File: src/rtl/ppcfc_pkg.sv
`default_nettype none

package ppcfc_pkg;

    localparam int unsigned PixelWidth  = 8;
    localparam int unsigned FormatWidth = 3;

    localparam logic [FormatWidth-1:0] FMT_GREY       = 3'd0;
    localparam logic [FormatWidth-1:0] FMT_RGB        = 3'd1;
    localparam logic [FormatWidth-1:0] FMT_RGBA       = 3'd2;
    localparam logic [FormatWidth-1:0] FMT_YUV_PACKED = 3'd3;
    localparam logic [FormatWidth-1:0] FMT_YUV_PLANAR = 3'd4;

    localparam logic [FormatWidth-1:0] SOURCE_RESET = FMT_RGB;
    localparam logic [FormatWidth-1:0] DEST_RESET   = FMT_YUV_PACKED;

    localparam logic REG_SOURCE_FORMAT = 1'b0;
    localparam logic REG_DEST_FORMAT   = 1'b1;

    // reciprocals for truncating division by 1000, 3, 200 and 100
    localparam logic [18:0] RECIP_1000 = 19'd268436;
    localparam int unsigned SHIFT_1000 = 28;
    localparam logic [9:0]  RECIP_3    = 10'd683;
    localparam int unsigned SHIFT_3    = 11;
    localparam logic [16:0] RECIP_200  = 17'd83887;
    localparam int unsigned SHIFT_200  = 24;
    localparam logic [12:0] RECIP_100  = 13'd5243;
    localparam int unsigned SHIFT_100  = 19;

    localparam logic [7:0] CHROMA_MID = 8'd128;

    typedef enum logic [1:0] {
        KIND_GREY,
        KIND_RGB,
        KIND_YUV,
        KIND_BAD
    } kind_t;

    typedef enum logic [3:0] {
        MODE_ZERO,
        MODE_PASS_GREY,
        MODE_PASS_RGB,
        MODE_PASS_YUV,
        MODE_GREY_RGB,
        MODE_GREY_YUV,
        MODE_RGB_GREY,
        MODE_RGB_YUV,
        MODE_YUV_GREY,
        MODE_YUV_RGB
    } mode_t;

    function automatic kind_t kind_of(input logic [FormatWidth-1:0] fmt);
        kind_t k;
        case (fmt)
            FMT_GREY:                       k = KIND_GREY;
            FMT_RGB, FMT_RGBA:              k = KIND_RGB;
            FMT_YUV_PACKED, FMT_YUV_PLANAR: k = KIND_YUV;
            default:                        k = KIND_BAD;
        endcase
        return k;
    endfunction

    function automatic mode_t mode_of(input logic [FormatWidth-1:0] src,
                                      input logic [FormatWidth-1:0] dst);
        kind_t sk;
        kind_t dk;
        mode_t m;
        sk = kind_of(src);
        dk = kind_of(dst);
        m  = MODE_ZERO;
        if (sk == KIND_BAD || dk == KIND_BAD)
        begin
            m = MODE_ZERO;
        end
        else if (sk == dk)
        begin
            case (sk)
                KIND_GREY: m = MODE_PASS_GREY;
                KIND_RGB:  m = MODE_PASS_RGB;
                default:   m = MODE_PASS_YUV;
            endcase
        end
        else
        begin
            case (sk)
                KIND_GREY: m = (dk == KIND_RGB) ? MODE_GREY_RGB : MODE_GREY_YUV;
                KIND_RGB:  m = (dk == KIND_GREY) ? MODE_RGB_GREY : MODE_RGB_YUV;
                default:   m = (dk == KIND_GREY) ? MODE_YUV_GREY : MODE_YUV_RGB;
            endcase
        end
        return m;
    endfunction

    // arithmetic shift right by 8 and clamp to 0..255; negative gives 0
    function automatic logic [7:0] shift_clamp(input logic signed [18:0] x);
        logic [7:0] r;
        if (x[18])
        begin
            r = 8'd0;
        end
        else if (x[17:16] != 2'd0)
        begin
            r = 8'd255;
        end
        else
        begin
            r = x[15:8];
        end
        return r;
    endfunction

    // 128 - q, floored at zero
    function automatic logic [7:0] mid_minus(input logic [7:0] q);
        logic [7:0] r;
        if (q > CHROMA_MID)
        begin
            r = 8'd0;
        end
        else
        begin
            r = CHROMA_MID - q;
        end
        return r;
    endfunction

endpackage

`default_nettype wire

File: src/rtl/pixel_pair_colour_format_converter_core.sv
`default_nettype none

// Pixel pair colour format converter: takes one horizontal pixel pair per
// request on s_axis and returns it in the destination format on m_axis.
// Formats: 0 grey, 1 RGB, 2 RGBA, 3 packed YUV422, 4 planar YUV422, set by
// cfg register 0 (source) and 1 (destination); other codes give all-zero
// results. YUV to RGB uses BT.601 integer weights, RGB to YUV truncating
// divisions by 1000 and 200, all clamped to 0..255; alpha is always 0.
// The datapath is a four-stage pipeline (input capture, weighted sums,
// reciprocal multiplies, clamp and select): one pair per clock unless m_axis
// stalls, which holds each full stage in place while empty stages fill.
// Write the format registers only while the pipeline is empty.
module pixel_pair_colour_format_converter_core
    import ppcfc_pkg::*;
(
    input  wire logic        clk,
    input  wire logic        rst_n,

    input  wire logic        cfg_valid,
    output      logic        cfg_ready,
    input  wire logic        cfg_index,
    input  wire logic [2:0]  cfg_data,

    input  wire logic        s_axis_tvalid,
    output      logic        s_axis_tready,
    // first_c0, first_c1, first_c2, second_c0, second_c1, second_c2
    input  wire logic [47:0] s_axis_tdata,

    output      logic        m_axis_tvalid,
    input  wire logic        m_axis_tready,
    // out_first_c0, out_first_c1, out_first_c2, out_first_alpha,
    // out_second_c0, out_second_c1, out_second_c2, out_second_alpha
    output      logic [63:0] m_axis_tdata
);

    logic [FormatWidth-1:0] source_format_reg;
    logic [FormatWidth-1:0] dest_format_reg;

    logic en1, en2, en3, en4;
    logic v1_reg, v2_reg, v3_reg, v4_reg;

    // stage 1: captured request
    mode_t      mode1_reg;
    logic [7:0] a0_reg, a1_reg, a2_reg, b0_reg, b1_reg, b2_reg;

    // stage 2: weighted sums
    mode_t             mode2_reg;
    logic [7:0]        a0_2_reg, a1_2_reg, a2_2_reg, b0_2_reg, b1_2_reg, b2_2_reg;
    logic [9:0]        gsum0_reg, gsum1_reg;
    logic [17:0]       lsum0_reg, lsum1_reg;
    logic [15:0]       csum_reg;
    logic [14:0]       tabs_reg;
    logic              tneg_reg;
    logic [14:0]       gu0_reg, gu1_reg;
    logic signed [18:0] yr0_reg, yg0_reg, yb0_reg, yr1_reg, yg1_reg, yb1_reg;

    // stage 3: quotients and clamped colors
    mode_t      mode3_reg;
    logic [7:0] a0_3_reg, a1_3_reg, a2_3_reg, b0_3_reg, b1_3_reg, b2_3_reg;
    logic [7:0] grey0_reg, grey1_reg, luma0_reg, luma1_reg;
    logic [7:0] sq_reg, tq_reg, gq0_reg, gq1_reg;
    logic       tneg3_reg;
    logic [7:0] r0_reg, g0_reg, bl0_reg, r1_reg, g1_reg, bl1_reg;

    // stage 4: output
    mode_t      mode4_reg;
    logic [63:0] out_reg;
    logic [63:0] out_next;

    logic signed [9:0]  c0_s, c1_s, d_s, e_s;
    logic signed [15:0] t_s;
    logic [36:0] lprod0, lprod1;
    logic [19:0] gprod0, gprod1;
    logic [32:0] sprod;
    logic [31:0] tprod;
    logic [27:0] uprod0, uprod1;

    assign cfg_ready = 1'b1;

    always_ff @(posedge clk or negedge rst_n)
    begin
        if (!rst_n)
        begin
            source_format_reg <= SOURCE_RESET;
            dest_format_reg   <= DEST_RESET;
        end
        else if (cfg_valid && cfg_ready)
        begin
            case (cfg_index)
                REG_SOURCE_FORMAT: source_format_reg <= cfg_data;
                REG_DEST_FORMAT:   dest_format_reg   <= cfg_data;
                default:           source_format_reg <= source_format_reg;
            endcase
        end
    end

    // advance a stage when it is empty or its successor advances
    assign en4           = !v4_reg || m_axis_tready;
    assign en3           = !v3_reg || en4;
    assign en2           = !v2_reg || en3;
    assign en1           = !v1_reg || en2;
    assign s_axis_tready = en1;

    always_ff @(posedge clk or negedge rst_n)
    begin
        if (!rst_n)
        begin
            v1_reg <= 1'b0;
            v2_reg <= 1'b0;
            v3_reg <= 1'b0;
            v4_reg <= 1'b0;
        end
        else
        begin
            if (en1)
            begin
                v1_reg <= s_axis_tvalid;
            end
            if (en2)
            begin
                v2_reg <= v1_reg;
            end
            if (en3)
            begin
                v3_reg <= v2_reg;
            end
            if (en4)
            begin
                v4_reg <= v3_reg;
            end
        end
    end

    always_ff @(posedge clk)
    begin
        if (en1)
        begin
            mode1_reg <= mode_of(source_format_reg, dest_format_reg);
            a0_reg    <= s_axis_tdata[7:0];
            a1_reg    <= s_axis_tdata[15:8];
            a2_reg    <= s_axis_tdata[23:16];
            b0_reg    <= s_axis_tdata[31:24];
            b1_reg    <= s_axis_tdata[39:32];
            b2_reg    <= s_axis_tdata[47:40];
        end
    end

    assign c0_s = $signed({2'b00, a0_reg}) - 10'sd16;
    assign c1_s = $signed({2'b00, b0_reg}) - 10'sd16;
    assign d_s  = $signed({2'b00, a1_reg}) - 10'sd128;
    assign e_s  = $signed({2'b00, a2_reg}) - 10'sd128;
    assign t_s  = 16'sd36 * $signed({8'd0, a0_reg} + {8'd0, b0_reg})
                - 16'sd29 * $signed({8'd0, a1_reg} + {8'd0, b1_reg})
                - 16'sd7  * $signed({8'd0, a2_reg} + {8'd0, b2_reg});

    always_ff @(posedge clk)
    begin
        if (en2)
        begin
            mode2_reg <= mode1_reg;
            a0_2_reg  <= a0_reg;
            a1_2_reg  <= a1_reg;
            a2_2_reg  <= a2_reg;
            b0_2_reg  <= b0_reg;
            b1_2_reg  <= b1_reg;
            b2_2_reg  <= b2_reg;
            gsum0_reg <= {2'b00, a0_reg} + {2'b00, a1_reg} + {2'b00, a2_reg};
            gsum1_reg <= {2'b00, b0_reg} + {2'b00, b1_reg} + {2'b00, b2_reg};
            lsum0_reg <= 18'd299 * {10'd0, a0_reg} + 18'd587 * {10'd0, a1_reg}
                       + 18'd114 * {10'd0, a2_reg};
            lsum1_reg <= 18'd299 * {10'd0, b0_reg} + 18'd587 * {10'd0, b1_reg}
                       + 18'd114 * {10'd0, b2_reg};
            csum_reg  <= 16'd14 * ({8'd0, a0_reg} + {8'd0, b0_reg})
                       + 16'd29 * ({8'd0, a1_reg} + {8'd0, b1_reg})
                       + 16'd43 * ({8'd0, a2_reg} + {8'd0, b2_reg});
            tneg_reg  <= t_s[15];
            tabs_reg  <= t_s[15] ? 15'(-t_s) : t_s[14:0];
            gu0_reg   <= 15'd86 * {7'd0, a0_reg};
            gu1_reg   <= 15'd86 * {7'd0, b0_reg};
            yr0_reg   <= 19'sd298 * 19'(c0_s) + 19'sd409 * 19'(e_s) + 19'sd128;
            yg0_reg   <= 19'sd298 * 19'(c0_s) - 19'sd100 * 19'(d_s)
                       - 19'sd208 * 19'(e_s) + 19'sd128;
            yb0_reg   <= 19'sd298 * 19'(c0_s) + 19'sd516 * 19'(d_s) + 19'sd128;
            yr1_reg   <= 19'sd298 * 19'(c1_s) + 19'sd409 * 19'(e_s) + 19'sd128;
            yg1_reg   <= 19'sd298 * 19'(c1_s) - 19'sd100 * 19'(d_s)
                       - 19'sd208 * 19'(e_s) + 19'sd128;
            yb1_reg   <= 19'sd298 * 19'(c1_s) + 19'sd516 * 19'(d_s) + 19'sd128;
        end
    end

    assign lprod0 = {19'd0, lsum0_reg} * {18'd0, RECIP_1000};
    assign lprod1 = {19'd0, lsum1_reg} * {18'd0, RECIP_1000};
    assign gprod0 = {10'd0, gsum0_reg} * {10'd0, RECIP_3};
    assign gprod1 = {10'd0, gsum1_reg} * {10'd0, RECIP_3};
    assign sprod  = {17'd0, csum_reg} * {16'd0, RECIP_200};
    assign tprod  = {17'd0, tabs_reg} * {15'd0, RECIP_200};
    assign uprod0 = {13'd0, gu0_reg} * {15'd0, RECIP_100};
    assign uprod1 = {13'd0, gu1_reg} * {15'd0, RECIP_100};

    always_ff @(posedge clk)
    begin
        if (en3)
        begin
            mode3_reg <= mode2_reg;
            a0_3_reg  <= a0_2_reg;
            a1_3_reg  <= a1_2_reg;
            a2_3_reg  <= a2_2_reg;
            b0_3_reg  <= b0_2_reg;
            b1_3_reg  <= b1_2_reg;
            b2_3_reg  <= b2_2_reg;
            luma0_reg <= lprod0[SHIFT_1000 +: 8];
            luma1_reg <= lprod1[SHIFT_1000 +: 8];
            grey0_reg <= gprod0[SHIFT_3 +: 8];
            grey1_reg <= gprod1[SHIFT_3 +: 8];
            sq_reg    <= sprod[SHIFT_200 +: 8];
            tq_reg    <= tprod[SHIFT_200 +: 8];
            tneg3_reg <= tneg_reg;
            gq0_reg   <= uprod0[SHIFT_100 +: 8];
            gq1_reg   <= uprod1[SHIFT_100 +: 8];
            r0_reg    <= shift_clamp(yr0_reg);
            g0_reg    <= shift_clamp(yg0_reg);
            bl0_reg   <= shift_clamp(yb0_reg);
            r1_reg    <= shift_clamp(yr1_reg);
            g1_reg    <= shift_clamp(yg1_reg);
            bl1_reg   <= shift_clamp(yb1_reg);
        end
    end

    always_comb
    begin
        logic [8:0] usum;
        usum     = {1'b0, mid_minus(gq0_reg)} + {1'b0, mid_minus(gq1_reg)};
        out_next = '0;
        case (mode3_reg)
            MODE_PASS_GREY, MODE_YUV_GREY:
            begin
                out_next[7:0]   = a0_3_reg;
                out_next[39:32] = b0_3_reg;
            end
            MODE_PASS_YUV:
            begin
                out_next[7:0]   = a0_3_reg;
                out_next[15:8]  = a1_3_reg;
                out_next[23:16] = a2_3_reg;
                out_next[39:32] = b0_3_reg;
            end
            MODE_PASS_RGB:
            begin
                out_next[7:0]   = a0_3_reg;
                out_next[15:8]  = a1_3_reg;
                out_next[23:16] = a2_3_reg;
                out_next[39:32] = b0_3_reg;
                out_next[47:40] = b1_3_reg;
                out_next[55:48] = b2_3_reg;
            end
            MODE_GREY_RGB:
            begin
                out_next[7:0]   = a0_3_reg;
                out_next[15:8]  = a0_3_reg;
                out_next[23:16] = a0_3_reg;
                out_next[39:32] = b0_3_reg;
                out_next[47:40] = b0_3_reg;
                out_next[55:48] = b0_3_reg;
            end
            MODE_GREY_YUV:
            begin
                out_next[7:0]   = a0_3_reg;
                out_next[15:8]  = usum[8:1];
                out_next[23:16] = CHROMA_MID;
                out_next[39:32] = b0_3_reg;
            end
            MODE_RGB_GREY:
            begin
                out_next[7:0]   = grey0_reg;
                out_next[39:32] = grey1_reg;
            end
            MODE_RGB_YUV:
            begin
                out_next[7:0]   = luma0_reg;
                out_next[15:8]  = mid_minus(sq_reg);
                out_next[23:16] = tneg3_reg ? mid_minus(tq_reg) : CHROMA_MID + tq_reg;
                out_next[39:32] = luma1_reg;
            end
            MODE_YUV_RGB:
            begin
                out_next[7:0]   = r0_reg;
                out_next[15:8]  = g0_reg;
                out_next[23:16] = bl0_reg;
                out_next[39:32] = r1_reg;
                out_next[47:40] = g1_reg;
                out_next[55:48] = bl1_reg;
            end
            default:
            begin
                out_next = '0;
            end
        endcase
    end

    always_ff @(posedge clk)
    begin
        if (en4)
        begin
            mode4_reg <= mode3_reg;
            out_reg   <= out_next;
        end
    end

    assign m_axis_tvalid = v4_reg;
    assign m_axis_tdata  = out_reg;

`ifndef ASSERT_OFF
    assert property (@(posedge clk) disable iff (!rst_n)
        m_axis_tvalid |-> (m_axis_tdata[31:24] == 8'd0 && m_axis_tdata[63:56] == 8'd0))
        else $error("alpha byte not zero");

    assert property (@(posedge clk) disable iff (!rst_n)
        (v4_reg && mode4_reg == MODE_ZERO) |-> (m_axis_tdata == 64'd0))
        else $error("unsupported format produced nonzero data");

    assert property (@(posedge clk) disable iff (!rst_n)
        (v4_reg && (mode4_reg == MODE_PASS_GREY || mode4_reg == MODE_RGB_GREY
                    || mode4_reg == MODE_YUV_GREY))
        |-> (m_axis_tdata[23:8] == 16'd0 && m_axis_tdata[55:40] == 16'd0))
        else $error("grey result carries chroma");

    assert property (@(posedge clk) disable iff (!rst_n)
        (v3_reg && !en4) |=> (v3_reg && $stable(luma0_reg) && $stable(r0_reg)))
        else $error("stage 3 lost data during stall");

    assert property (@(posedge clk) disable iff (!rst_n)
        (v1_reg && !en2) |=> (v1_reg && $stable(a0_reg) && $stable(mode1_reg)))
        else $error("stage 1 lost data during stall");
`endif

endmodule

`default_nettype wire

File: config.mk
export PLATFORM = sky130hd
export DESIGN_NAME = pixel_pair_colour_format_converter_core
export DESIGN_NICKNAME = d
export VERILOG_FILES = /design/src/rtl/ppcfc_pkg.sv /design/src/rtl/pixel_pair_colour_format_converter_core.sv
export SDC_FILE = /design/constraint.sdc
export NUM_CORES = 2
export LEC_CHECK = 0
export BUFFER_PORTS_ARGS = -buffer_cell sky130_fd_sc_hd__buf_2
export CAP_MARGIN = 5
export CORE_MARGIN = 2
export CORE_UTILIZATION = 35
export DETAILED_ROUTE_END_ITERATION = 10
export HOLD_SLACK_MARGIN = 0.08
export PLACE_DENSITY_LB_ADDON = 0.08
export REMOVE_ABC_BUFFERS = 1
export SYNTH_ARGS = -nofsm -noshare
export SYNTH_HDL_FRONTEND = slang
export SYNTH_SLANG_ARGS = --single-unit
File: constraint.sdc
create_clock -name clk -period 9.6 [get_ports clk]
set_clock_uncertainty 0.05 [all_clocks]
set_input_delay 1.92 -clock clk [delete_from_list [all_inputs] [get_ports clk]]
set_output_delay 1.92 -clock clk [all_outputs]
set_load 0.02 [all_outputs]
# Yosys cells after proc, flatten, opt, wreduce, memory -nomap -nowiden
# Cells that the tools add are included.
# op_classes
mux	26
reduce_logical	27
order_cmp	4
mul	28
addsub	40
n_bitwise	1
eq_ne	22
# op_table
op	n
19-bit by 9-bit adder with 19-bit output, second input constant	6
8-bit 2-to-1 mux	11
16-bit case mux with 5 select lines	1
19-bit adder	4
18-bit by 17-bit multiplier with 34-bit output, second input constant	2
8-bit case mux with 4 select lines	2
6-bit by 8-bit multiplier with 14-bit output, first input constant	4
8-bit by 8-bit adder with 9-bit output	6
14-bit by 13-bit multiplier with 26-bit output, second input constant	2
16-bit case mux with 3 select lines	1
10-bit by 10-bit multiplier with 19-bit output, second input constant	2
19-bit by 17-bit subtractor with 19-bit output	2
19-bit by 18-bit subtractor with 19-bit output	2
17-bit by 18-bit adder with 18-bit output	2
18-bit by 15-bit adder with 18-bit output	2
10-bit by 8-bit multiplier with 18-bit output, first input constant	2
9-bit by 9-bit multiplier with 18-bit output, first input constant	2
9-bit by 8-bit multiplier with 17-bit output, first input constant	2
8-bit > comparator, second input constant	4
15-bit by 17-bit multiplier with 32-bit output, second input constant	1
16-bit by 17-bit multiplier with 32-bit output, second input constant	1
16-bit subtractor	2
8-bit subtractor, first input constant	4
6-bit by 9-bit multiplier with 15-bit output, first input constant	2
40 further kinds	79
# word_totals
ff_bits	557
inputBits	57

# Depth between registers and ports, before layout
# depth
ltp_word	10
ltp_mapped	32
depth_no_buf	31

# Worst setup path after synthesis
# Ideal clock, no wire load.
# synth_timing
path_kind	input -> register
startpoint	input port m_axis_tready
endpoint	register a0_2_reg[0], enable pin
path_stages	2
setup_ns	2.387
arrival_ns	7.307
setup_slack_ns	-0.144
path_buffers	0
cell_sequence	nor2b_1 > nand3_1
# synth_via
elab_chain_cells	3
# synth_rtl
item	line	text
from (decl)	pixel_pair_colour_format_converter_core.sv:30	input wire logic m_axis_tready,
1-bit logical OR	pixel_pair_colour_format_converter_core.sv:98	assign en4 = !v4_reg || m_axis_tready;
1-bit logical OR	pixel_pair_colour_format_converter_core.sv:99	assign en3 = !v3_reg || en4;
1-bit logical OR	pixel_pair_colour_format_converter_core.sv:100	assign en2 = !v2_reg || en3;
via en2	pixel_pair_colour_format_converter_core.sv:39	logic en1, en2, en3, en4;
to (signal assigned)	pixel_pair_colour_format_converter_core.sv:161	a0_2_reg <= a0_reg;
to (decl)	pixel_pair_colour_format_converter_core.sv:48	logic [7:0] a0_2_reg, a1_2_reg, a2_2_reg, b0_2_reg, b1_2_reg, b2_2_reg;
# The timed path passes the listed nets, and every way through them passes these cells.
# A chain may end at the register's enable or synchronous reset.

# Worst setup path in the final report
# layout_timing
startpoint	register b2_reg[1]
endpoint	register tabs_reg[11] (data pin)
# layout_via
elab_chain_cells	5
# layout_rtl
item	line	text
from (decl)	pixel_pair_colour_format_converter_core.sv:44	logic [7:0] a0_reg, a1_reg, a2_reg, b0_reg, b1_reg, b2_reg;
from (signal assigned)	pixel_pair_colour_format_converter_core.sv:144	b2_reg <= s_axis_tdata[47:40];
8-bit by 8-bit adder with 9-bit output *	pixel_pair_colour_format_converter_core.sv:154	- 16'sd7 * $signed({8'd0, a2_reg} + {8'd0, b2_reg});
4-bit by 16-bit multiplier with 16-bit output *	pixel_pair_colour_format_converter_core.sv:154	
16-bit subtractor *	pixel_pair_colour_format_converter_core.sv:154	
15-bit negator	pixel_pair_colour_format_converter_core.sv:177	tabs_reg <= t_s[15] ? 15'(-t_s) : t_s[14:0];
15-bit 2-to-1 mux *	pixel_pair_colour_format_converter_core.sv:177	
to (signal assigned)	pixel_pair_colour_format_converter_core.sv:177	
to (decl)	pixel_pair_colour_format_converter_core.sv:52	logic [14:0] tabs_reg;
# Every way passes the cells marked *; elsewhere a longest branch is shown, timed or not.

==> impl_results.md <==
* Critical Path RT at approximately 10 ns
* Std-Cell Rows at 164
* Post-detail-place hpwl at roughly 170000 µm
* MaxCap Viol Count at 0
* Final Wtd Congestion at about 0.86
* Top FF cell, synth: edfxtp_1
* Clk Latency, worst-skew pair at slightly above 0.7 ns
* Worst path buffer plus inverter count at 5
* WHS at 0.366 ns
* Fin util at between 30% and 40%
* Worst reg2reg path endpoint: tabs_reg[11]
* Fin cells at 9416
* Via Count at ~45000
* P&R area growth vs syn at 8.92%
* Cts hold-fix bufs at 0
* Top-count cell post-synth: ha_1
* RSZ-0062 raised after global routing: no
* Synth Area per Inst at roughly 11 µm²
* # clock sinks at around 510
* Root Buffer Master: clkbuf_16
* Inst Count DP at between 9000 and 10000
* FF+latch area at 15200 µm²
* Largest net degree at the start of global routing at 75
* WL/cell at 21.1 µm
* Syn Inst Count at 6506
* Post-synth EDFFs at approximately 500
* Vias in the first global route at 48800
* Multi-input gate area at 49500 µm²
* Residual DRC at 0
* Crit path DAT at 8.75 ns
* Ys Warns at 0
* CP Class: register to register
* CTS Buf Count at approximately 60
* Final ANT Viol Nets at 0
* Die area at 206000 µm²
* Final setup vio count at 0
* Core ar. at around 200000 µm²
* Slew HR at about a quarter
* Max incr delay on CP at 0.61 ns
* First-pass GRT wire length at approximately 300000 µm
* Initial antenna violation count at 17
* Layout cells sized above 1 at under 10%
* Post-DP Area at approximately 75000 µm²
* Post-CTS Setup Bufs at 0
* Share of the synthesized area in the top cell type at 30.0%
* Post-cts resize count at 0
* Final instance area at ~77000 µm²
* Area contributors post-synth: ha_1, fa_1, edfxtp_1, inv_1, xnor2_1
* Most common library cells after synthesis: ha_1, inv_1, fa_1
* Sequential share of the synthesized area at 21.5%
* Max FO, Critical Path at 16
* Port bufs at between 100 and 150
* Status: completed
* Clk slew on worst S/H paths at ~0.060 ns
* Nets at a little over 9000
* DR vias/cell at around 4.8
* Number of flip-flops in the largest register at between 40 and 50
* Final min period at 8.39 ns
* Period utilization at 87.4%
* Overflow after GRT at 0
* Worst slew pin tran at 1.13 ns
* Hold endpoint: b1_3_reg[7]
* Hold Startpoint: b1_2_reg[7]
* Routed WL at between 150000 and 200000 µm
* CP delay by family, top: adder cells
* Unique cell type count in the Yosys netlist at between 90 and 100
* Maximum clock insertion buffer count at 3
* Die Span Y at between 400 and 500 µm
* DRT Pass-1 Iters at 7
* Startpoint type of the worst setup path: register
* Hold Crit Depth at 0
* Worst reg-to-reg setup slack at 1.21 ns
* H-tree levels at 2
* Slowest cell on crit path: fa_1
* Synth async-reset ratio at around 2.0%
* Die W at around 450 µm
* Post-Syn Area at 70700 µm²
* Setup crit end kind: register
* Worst r2r path cells at 28
* DR iter-0 viols at 2058
* Yosys reg bits at between 500 and 600
* Final Max Tran Viols at 0
* Hold Vio Cnt, Final at 0
* Worst min-delay path category: register to register
* CTS tree: yes
* Highest clock rate at ~0.12 GHz
* I/O Pins at around 120
* Initial Util at 35.3%
* Worst flop-to-flop path startpoint: b2_reg[1]
* Tot GR Track Use at between 15 and 20%
* Synth area leader: ha_1
* Fill cells at about 20000
cell families after synthesis:
family | Yosys count | synth area share [%]
xor gates and xnor gates | 356 | 4.46
AOI/OAI and AO/OA | 744 | 7.12
buffers and inverters | 1614 | 8.68
other | 2 | 0.0106
DFF | 507 | 21.5
muxes | 12 | 0.184
adders and majority gates | 2510 | 53.0
and+or+nand+nor | 761 | 5.07
metal layers:
layer	vias to the layer above	GRT usage [%]	routed length (µm)
li1	22000	-	-
met3	133	1.55	4890
met5	-	0	21
met1	22200	26.7	91500
met4	4	3.24	3220
met2	478	35.3	98700
placed cells by master, fill, tap and decap left out, types with 15 or more instances in the layout:
cell       netlist  layout
clkbuf_1        24      15
buf_4           17      71
conb_1           2      17
clkbuf_16        0      62
o21ai_0        102     102
xnor2_1        254     254
nand3_1         52      51
or2_2           26      26
o211ai_1        18      18
nand2_1        154     153
nor3_1          64      63
nor2b_1         40      40
o31ai_1         15      15
edfxtp_1       497     497
a31oi_1         19      19
a21o_1          87      87
or3_1           22      22
and3_1          33      33
o21a_1          42      42
nor2_1         281     281
o21ai_1         15      15
o21bai_1        61      61
buf_2            0     106
a21oi_1        210     210
xor2_1          99      99
nand2b_1        20      20
fa_1           811     811
nand4_1         17      17
inv_1         1564    1563
ha_1          1696    1696
a222oi_1        30      30
a22oi_1         18      18
final cells by class:
class,count,area share (%)
clock buffers,77,2.09
clock inverters,34,0.595
diodes,1,0.00325
inverters,1564,7.62
well taps,2656,4.31
multi-input cells,4400,64.3
flip-flops and latches,507,19.7
repair buffers,177,1.38
worst max path at each step:
stage / start / to / slack [ns] / cells past startpoint
finish: b2_reg[1] / tabs_reg[11] / 1.21 / 28
CTS: b2_reg[1] / tabs_reg[9] / 1.15 / 28
detailed placement: b2_reg[1] / tabs_reg[9] / 1.25 / 28
global route: b2_reg[1] / tabs_reg[9] / 0.72 / 28
global placement: b2_reg[1] / tabs_reg[9] / 1.19 / 28
floorplan: m_axis_tready / a0_2_reg[0] / -0.14 / 2
stage by stage:
step           TNS [ns]  setup WS, ns
2_1_floorplan    -33.50        -0.144
3_3_place_gp          0          1.19
3_5_place_dp          0          1.25
4_1_cts               0          1.15
5_1_grt               0         0.721
6_report              0          1.21
Power is left out: the tool's default activity adds up to more than one toggle a clock period on the data nets, which glitch-free logic cannot reach.
